**src/rtl/kmp_pkg.sv**
```systemverilog
// Shared types and constants for the stream matcher.
// Used by kmp_cell and kmp_stream_matcher; depends on nothing.
package kmp_pkg;

   localparam int BYTE_WIDTH      = 8;
   localparam int CSR_DATA_WIDTH  = 64;
   localparam int CSR_INDEX_WIDTH = 2;
   localparam int LENGTH_WIDTH    = 5;

   // register indexes of the configuration port
   localparam logic [CSR_INDEX_WIDTH-1:0] REG_PATTERN_LOW    = 2'd0;
   localparam logic [CSR_INDEX_WIDTH-1:0] REG_PATTERN_HIGH   = 2'd1;
   localparam logic [CSR_INDEX_WIDTH-1:0] REG_PATTERN_LENGTH = 2'd2;

   // control broadcast to every cell of the chain
   typedef struct packed {
      logic                  advance;   // a text byte is taken this cycle
      logic                  flush;     // pattern changed: drop partial matches
      logic [BYTE_WIDTH-1:0] text_byte;
   } kmp_ctl_type;

endpackage

```
**src/rtl/kmp_cell.sv**
```systemverilog
// One cell of the matcher chain: holds one pattern position's partial-match bit.
// Depends on kmp_pkg for the control struct and byte width.
module kmp_cell (
   input  logic                             clock,
   input  logic                             reset,
   input  kmp_pkg::kmp_ctl_type             ctl,
   input  logic [kmp_pkg::BYTE_WIDTH-1:0]   pattern_byte,
   input  logic                             prev_hit,
   output logic                             hit,
   output logic                             active
);
   import kmp_pkg::*;

   logic active_ff;
   logic active_in;

   // the prefix up to this cell matches if the shorter prefix matched one byte ago
   assign hit = prev_hit & (pattern_byte == ctl.text_byte);

   always_comb begin
      active_in = active_ff;
      if (ctl.flush) begin
         active_in = 1'b0;
      end else if (ctl.advance) begin
         active_in = hit;
      end
   end

   always_ff @(posedge clock) begin
      if (reset) begin
         active_ff <= 1'b0;
      end else begin
         active_ff <= active_in;
      end
   end

   assign active = active_ff;

endmodule

```
**src/rtl/kmp_stream_matcher.sv**
```systemverilog
// Top level of the pattern matcher: configuration registers, cell chain, output register.
// Depends on kmp_pkg and kmp_cell.

// Finds every occurrence, overlapping ones included, of a pattern of 1 to PATTERN_MAX bytes
// in a byte stream. Cell k of the chain remembers whether the text so far ends with pattern
// bytes 0..k; all cells update together on each byte, so one byte is taken every cycle that
// is not stalled, and its result appears in the output register in the next cycle. The
// output register frees itself in the cycle it is read, so the input stalls only while
// rsp_ready is low. A result carries match_found and the zero-based start index of the
// occurrence (0 when no match). new_text restarts the position count and drops partial
// matches before its byte; a write to a known configuration register also drops partial
// matches but keeps the position count, and a write to an unknown index changes nothing.
module kmp_stream_matcher #(
   parameter int PATTERN_MAX    = 16,
   parameter int POSITION_WIDTH = 32
) (
   input  logic                                  clock,
   input  logic                                  reset,
   input  logic                                  req_valid,
   output logic                                  req_ready,
   input  logic [kmp_pkg::BYTE_WIDTH-1:0]        req_text_byte,
   input  logic                                  req_new_text,
   output logic                                  rsp_valid,
   input  logic                                  rsp_ready,
   output logic                                  rsp_match_found,
   output logic [31:0]                           rsp_match_start,
   input  logic                                  csr_valid,
   output logic                                  csr_ready,
   input  logic [kmp_pkg::CSR_INDEX_WIDTH-1:0]   csr_index,
   input  logic [kmp_pkg::CSR_DATA_WIDTH-1:0]    csr_wdata
);
   import kmp_pkg::*;

   localparam int IDX_W = (PATTERN_MAX > 1) ? $clog2(PATTERN_MAX) : 1;

   logic [CSR_DATA_WIDTH-1:0] pattern_low_ff,  pattern_low_in;
   logic [CSR_DATA_WIDTH-1:0] pattern_high_ff, pattern_high_in;
   logic [IDX_W-1:0]          last_ff,         last_in;
   logic [POSITION_WIDTH-1:0] position_ff,     position_in;
   logic                      rsp_valid_ff,    rsp_valid_in;
   logic                      rsp_found_ff,    rsp_found_in;
   logic [31:0]               rsp_start_ff,    rsp_start_in;

   logic                      req_accept;
   logic                      csr_accept;
   logic                      csr_known;
   logic [POSITION_WIDTH-1:0] index_now;
   logic [POSITION_WIDTH-1:0] start_index;
   logic [LENGTH_WIDTH-1:0]   length_raw;
   logic [IDX_W-1:0]          last_new;
   kmp_ctl_type               ctl;
   logic [PATTERN_MAX-1:0]    prev_hit;
   logic [PATTERN_MAX-1:0]    hit;
   logic [PATTERN_MAX-1:0]    active;

   assign csr_ready  = 1'b1;
   assign csr_accept = csr_valid & csr_ready;
   assign req_ready  = ~rsp_valid_ff | rsp_ready;
   assign req_accept = req_valid & req_ready;

   // only a write to a known register changes the pattern
   assign csr_known = csr_index inside {REG_PATTERN_LOW, REG_PATTERN_HIGH, REG_PATTERN_LENGTH};

   assign ctl.advance   = req_accept;
   assign ctl.flush     = csr_accept & csr_known;
   assign ctl.text_byte = req_text_byte;

   // clamp the length to 1..PATTERN_MAX and keep the index of its last byte
   assign length_raw = csr_wdata[LENGTH_WIDTH-1:0];
   always_comb begin
      if (length_raw == '0) begin
         last_new = '0;
      end else if (int'(length_raw) > PATTERN_MAX) begin
         last_new = IDX_W'(PATTERN_MAX - 1);
      end else begin
         last_new = IDX_W'(length_raw - LENGTH_WIDTH'(1));
      end
   end

   always_comb begin
      pattern_low_in  = pattern_low_ff;
      pattern_high_in = pattern_high_ff;
      last_in         = last_ff;
      if (csr_accept) begin
         case (csr_index)
            REG_PATTERN_LOW:    pattern_low_in  = csr_wdata;
            REG_PATTERN_HIGH:   pattern_high_in = csr_wdata;
            REG_PATTERN_LENGTH: last_in         = last_new;
            default:            last_in         = last_ff;
         endcase
      end
   end

   generate
      for (genvar k = 0; k < PATTERN_MAX; k++) begin : g_cell
         logic [BYTE_WIDTH-1:0] pattern_byte;
         if (k < 8) begin : g_low
            assign pattern_byte = pattern_low_ff[BYTE_WIDTH*k +: BYTE_WIDTH];
         end else begin : g_high
            assign pattern_byte = pattern_high_ff[BYTE_WIDTH*(k-8) +: BYTE_WIDTH];
         end
         // the first cell always has an empty prefix behind it
         if (k == 0) begin : g_head
            assign prev_hit[k] = 1'b1;
         end else begin : g_body
            assign prev_hit[k] = active[k-1] & ~req_new_text;
         end
         kmp_cell u_cell (
            .clock        (clock),
            .reset        (reset),
            .ctl          (ctl),
            .pattern_byte (pattern_byte),
            .prev_hit     (prev_hit[k]),
            .hit          (hit[k]),
            .active       (active[k])
         );
      end
   endgenerate

   assign index_now   = req_new_text ? '0 : position_ff;
   assign start_index = index_now - POSITION_WIDTH'(last_ff);

   always_comb begin
      position_in  = position_ff;
      rsp_valid_in = rsp_valid_ff;
      rsp_found_in = rsp_found_ff;
      rsp_start_in = rsp_start_ff;
      if (rsp_valid_ff && rsp_ready) begin
         rsp_valid_in = 1'b0;
      end
      if (req_accept) begin
         position_in  = index_now + POSITION_WIDTH'(1);
         rsp_valid_in = 1'b1;
         rsp_found_in = hit[last_ff];
         rsp_start_in = hit[last_ff] ? 32'(start_index) : 32'd0;
      end
   end

   always_ff @(posedge clock) begin
      if (reset) begin
         pattern_low_ff  <= '0;
         pattern_high_ff <= '0;
         last_ff         <= '0;
         position_ff     <= '0;
         rsp_valid_ff    <= 1'b0;
      end else begin
         pattern_low_ff  <= pattern_low_in;
         pattern_high_ff <= pattern_high_in;
         last_ff         <= last_in;
         position_ff     <= position_in;
         rsp_valid_ff    <= rsp_valid_in;
      end
      rsp_found_ff <= rsp_found_in;
      rsp_start_ff <= rsp_start_in;
   end

   assign rsp_valid       = rsp_valid_ff;
   assign rsp_match_found = rsp_found_ff;
   assign rsp_match_start = rsp_start_ff;

endmodule
```
**config.mk**
```make
export PLATFORM = sky130hd
export DESIGN_NAME = kmp_stream_matcher
export DESIGN_NICKNAME = d
export VERILOG_FILES = /design/src/rtl/kmp_pkg.sv /design/src/rtl/kmp_cell.sv /design/src/rtl/kmp_stream_matcher.sv
export SDC_FILE = /design/constraint.sdc
export NUM_CORES = 1
export LEC_CHECK = 0
export ABC_AREA = 1
export BUFFER_PORTS_ARGS = -buffer_cell sky130_fd_sc_hd__buf_2
export CAP_MARGIN = 30
export CELL_PAD_IN_SITES_DETAIL_PLACEMENT = 2
export CELL_PAD_IN_SITES_GLOBAL_PLACEMENT = 2
export CORE_ASPECT_RATIO = 0.5
export CORE_MARGIN = 1.5
export CORE_UTILIZATION = 34
export DETAILED_ROUTE_END_ITERATION = 16
export GPL_TIMING_DRIVEN = 0
export PLACE_DENSITY_LB_ADDON = 0.1
export SLEW_MARGIN = 5
export SYNTH_ARGS = -nofsm -noshare
export SYNTH_HDL_FRONTEND = slang
export SYNTH_SLANG_ARGS = --single-unit
```
**constraint.sdc**
```tcl
create_clock -name clock -period 2.8 [get_ports clock]
set_input_delay 0.14 -clock clock [delete_from_list [all_inputs] [get_ports clock]]
set_output_delay 0.14 -clock clock [all_outputs]
set_load 0.01 [all_outputs]
```
Yosys cells after proc, flatten, opt, wreduce, memory -nomap -nowiden:

Cells that the tools add are included.

* bits of input ports: 80
* logic and storage cells: 96
* register bits after elaboration: 213

* $add $sub $neg: 3
* reductions and logical operators: 9
* equal/unequal tests: 18
* bitwise gates (word level): 35
* mux-type cells: 7
* $lt $le $gt $ge: 2

Operators with widths (count)
* $eq 8x8->1: 16
* $add 32x1->32 const B: 1
* $and 1x1->1: 32
* $mux 32: 1
* $sub 32x4->32: 1
* $mux 4: 2
* $reduce_and 2->1: 3
* $gt 5x5->1 const B: 1
* $logic_not 5->1: 1
* $lt 4x5->1 const B: 1
* $bmux 1 s4: 1
* $sub 4x1->4 const B: 1
* $mux 1: 3
* $reduce_bool 3->1: 1
* $eq 2x1->1 const B: 1
* $eq 2x2->1 const B: 1
* $logic_not 2->1: 1
* $not 1->1: 2
* $reduce_bool 2->1: 1
* $reduce_or 2->1: 1
* $logic_and 1x1->1: 1
* $or 1x1->1: 1

Logic depth before layout (Yosys ltp):

* word-level depth: 5
* mapped depth: 17
* depth with buffers taken out: 15

Modules after synthesis:

From an unflattened synthesis, not the netlist that was laid out.

* cell total of the unflattened synthesis: 2147
* area total of the unflattened synthesis: 13238.9 µm²

By module, submodules not included
* kmp_stream_matcher: area each 9395.3 µm², seq. area each 4294.1 µm², instances 1, cells each 1331
* kmp_cell: area each 240.2 µm², seq. area each 20.0 µm², instances 16, cells each 51

Least setup slack after synthesis:

Ideal clock, no wire load.

* path kind: register -> register
* start: register rsp_valid_ff, in the netlist rsp_valid
* end: register rsp_found_ff, in the netlist rsp_match_found (enable)
* required time: 2.390 ns
* setup time: 0.410 ns
* arrival: 2.181 ns
* setup slack: 0.209 ns
* stages on the path, launching flop included: 6
* cells stage by stage: dfxtp_1 nand2_1 nand2_1 inv_1 clkbuf_1 clkbuf_1

* word-level cells in the longest chain between the ends: 3

RTL lines
* start: declaration: line kmp_stream_matcher.sv:40 `logic rsp_valid_ff, rsp_valid_in;`
* start signal: assignment: line kmp_stream_matcher.sv:151 `rsp_valid_ff <= rsp_valid_in;`
* $not 1->1: line kmp_stream_matcher.sv:58 `assign req_ready = ~rsp_valid_ff | rsp_ready;`
* $or 1x1->1: line kmp_stream_matcher.sv:58
* named net req_ready: line kmp_stream_matcher.sv:20 `output logic req_ready,`
* $and 1x1->1: line kmp_stream_matcher.sv:59 `assign req_accept = req_valid & req_ready;`
* named net req_accept: line kmp_stream_matcher.sv:44 `logic req_accept;`
* end signal: assignment: line kmp_stream_matcher.sv:153 `rsp_found_ff <= rsp_found_in;`
* end: declaration: line kmp_stream_matcher.sv:41 `logic rsp_found_ff, rsp_found_in;`

The timed path passes the listed nets, and every way through them passes these cells.
A chain may end at the register's enable or synchronous reset.

Final worst setup path:

* start: register last_ff[1]
* end: register rsp_start_ff[24], in the netlist rsp_match_start[24] (data pin)

* word-level cells in the longest chain between the ends: 2
* elaborated cells between the ends (all ways): 3

RTL lines
* start: declaration: line kmp_stream_matcher.sv:38 `logic [IDX_W-1:0] last_ff, last_in;`
* start signal: assignment: line kmp_stream_matcher.sv:149 `last_ff <= last_in;`
* branches (longest 2 deep; another with $sub 32x4->32)
* end signal: assignment: line kmp_stream_matcher.sv:154 `rsp_start_ff <= rsp_start_in;`
* end: declaration: line kmp_stream_matcher.sv:42 `logic [31:0] rsp_start_ff, rsp_start_in;`

Several ways; the timed one is not identified. The select of a mux whose other input is x is not followed.

==> qor.yml <==
layout:
  mostFrequentLayoutCells: "nand2_1, nor2_1, dfxtp_1"
  multi_input_comb_area_sq_um: 5914
  antenna_cells: 0
  nets: 1958
  drive_gt1_share_pct: 14.75
  syn_to_final_growth_pct: 21.91
  ff_latch_area_sq_um: 4594
  num-fill-cells: 4019
  final_common_cell: "nand2_1"
  fin_cells: 2332
  final_design_area_no_fill_sq_um: 14220
route:
  postRouteAntennaNets: 0
  route.detailed.drc: 0
  via_per_inst: 5.327
  drt_iter0_drc: 657
  routed_wl_um: 53480
  post_drt_wl_per_cell_um: 22.93
  firstDrtPassIters: 5
  via_count: 12420
placement:
  placedCellCount: 2224
  gp_routability_congestion: 0.8891
  place_area_sq_um: 12800
  io_buffers: 110
  dp_hpwl_um: 38020
power_and_ir_drop:
  swShare_pct: 30.10
  seqPwrFrac_pct: 42.9
  p_leak_nw: 6.026
  p_switching_mw: 2.341
  cellPowerDensity_nw_per_um2: 546.8
  pwr-share-comb_pct: 15.8
  p_clk_share_pct: 41.3
  power.internal_mw: 5.437
  ir_worst_vdd_uv: 374.6
cts:
  cts_buffers: 23
  insertion_delay_ns: 0.55
  cts_buffer_depth: 3
  htreeDepth: 1
  cts_tree: "built"
  clk_pin_slew_worst_paths_ns: 0.06
  cts-root-buf: "clkbuf_16"
  clock-sinks: 213
floorplanning:
  die_height_um: 134.0
  start_util_pct: 34.93
  coreArea_sq_um: 33400
  die_w_um: 265.0
  ios: 116
  fp-row-count: 47
  die-area_sq_um: 35500
critical_path:
  crit_chain: "inv_4, nand3_1, nand2_1, inv_2, ha_1, inv_1, nand2_1, nand3_1, nand2_2, nor2_4, buf_12, nand2_1, nor2_1, xor2_1, a21oi_2"
  critical_path_required_ns: 3.09
  cp_max_fo: 6
  path_buf_inv: 4
  slowest_delay_ns: 0.44
  critPathSlowestCell: "dfxtp_1"
  critPathTopFamily: "simple AND/OR/NAND/NOR gates"
  endpoint_kind: "register"
  crit_top_cell: "nand2_1"
  crit_type: "reg -> reg"
  cp.arrival_ns: 2.87
  startpoint_type: "register"
timing:
  period_needed_ns: 2.586
  fmax_mhz: 386.7
  period_share_pct: 92.35
  setup_viol: 0
  skew_ns: 0.01492
  setup_tns_ns: 0
  worst_slew_pin_slew_ns: 0.9179
  relSlewSlack_pct: 38.81
  slew_viol_final: 0
  rsz0062_at_grt: "no"
  hold_viol: 0
outcome:
  status: "completed"
logic_synthesis:
  synth_edf_count: 33
  synth_fp_nets: 1753
  synth_top_flop_cell: "dfxtp_1"
  yosys_warnings: 0
  synth-seq-cells: 213
  avgSynthCellArea_sq_um: 6.986
  ys_types: 47
  ys_seq_area_share_pct: 39.38
  async_reset_ff_share_pct: 0
  synth_area_sq_um: 11670
  synth_cells: 1670
global_route:
  grt_max_degree: 34
  grt_antenna_before_repair: 0
  grt_pass1_vias: 13690
  grt_usage_pct: 30.12
  grt.overflow.total: 0
  grt_first_pass_wirelength_um: 81330
worst_hold_path:
  hold_class: "in -> reg"
flow_run:
  max_cap_violations: 0
==> layer usage <==
layer / track usage (%) / part of all wire [%]
met1: 37.21 / 44
met2: 56.02 / 50
met3: 3.433 / 3.6
met4: 7.175 / 2.6
met5: 0 / 0
==> logic make-up after synthesis <==
kind of cell               count (synthesis)  share of synthesized area (%)
AOI/OAI and AO/OA                        349                          16.38
xor gates and xnor gates                  76                          5.705
adders and majority gates                  3                         0.3218
buffers and inverters                    274                          9.952
DFF                                      213                          39.38
other                                      1                        0.03214
and+or+nand+nor                          754                          28.24
==> power by group through the flow <==
stage	registers, mW	clock network (mW)	logic, mW
final	3.34	3.21	1.23
after global routing	3.35	3.35	1.33
after global placement	3.39	0	1.06
after detailed placement	3.40	0	1.11
after CTS	3.33	3.22	1.21
after floorplan	3.39	0	0.646
==> tightest hold or removal path: stages <==
cell,delay [ns]
buf_2,0.10
nor3_1,0.09
o21ai_0,0.17
a21oi_1,0.05
==> sequential cells by signal, summed over array words and instances (netlist names) <==
signal	count
g_cell.u_cell.active	15
pattern_high_ff	64
position_ff	32
rsp_match_start	32
pattern_low_ff	64
rsp_match_found	1
last_ff	4
rsp_valid	1
==> cell usage after synthesis, drive strengths merged (11+ instances only) <==
library cell / number / area share, %
nand2: 351 / 12
nor2: 253 / 8.7
inv: 188 / 6.1
o21ai: 184 / 7.9
dfxtp: 180 / 31
a21oi: 149 / 7.4
nand3: 81 / 3.9
clkbuf: 51 / 1.6
xor2: 48 / 3.6
buf: 33 / 2.2
edfxtp: 33 / 8.5
xnor2: 28 / 2.1
nor3: 27 / 1.6
nand4: 23 / 1.2
or2: 11 / 0.59
==> area by class of cell <==
class | count | area share [%]
multi-input cells | 1183 | 41.58
flip-flops and latches | 213 | 32.30
repair buffers | 180 | 8.867
inverters | 190 | 5.067
clock buffers | 35 | 4.794
well taps | 441 | 3.879
plain buffers | 84 | 3.132
clock inverters | 6 | 0.3783
==> worst paths after layout <==
check,slack [ns],cells past startpoint,end,start
max reg2reg,0.21,15,rsp_match_start[24]$_SDFFCE_PN0P_,last_ff[1]$_SDFFE_PP0P_
min reg2reg,0.47,2,pattern_high_ff[13]$_SDFFE_PP0P_,pattern_high_ff[13]$_SDFFE_PP0P_
max,0.21,15,rsp_match_start[24]$_SDFFCE_PN0P_,last_ff[1]$_SDFFE_PP0P_
min,0.06,4,pattern_low_ff[1]$_SDFFE_PP0P_,csr_index[0]
==> repair_timing <==
item,4_1_cts,5_1_grt
hold buffers,65,0
setup buffers,2,0
resized for setup,1,4
endpoints found under the setup margin,2,30
endpoints found under the hold margin,128,0
pin swaps,1,0
==> through the flow <==
step	power [mW]	hold slack [ns]	setup WS [ns]	utilization [%]
floorplan	4.040	0.2749	0.2086	-
global placement	4.448	0.3767	-0.9169	38.23
detailed placement	4.514	0.3889	-0.1505	38.33
CTS	7.767	0.03926	0.02345	42.56
global route	8.026	0.09430	0.05861	42.58
finish	7.778	0.05612	0.2142	42.58
Note: power is estimated with default switching activity, not from simulation.
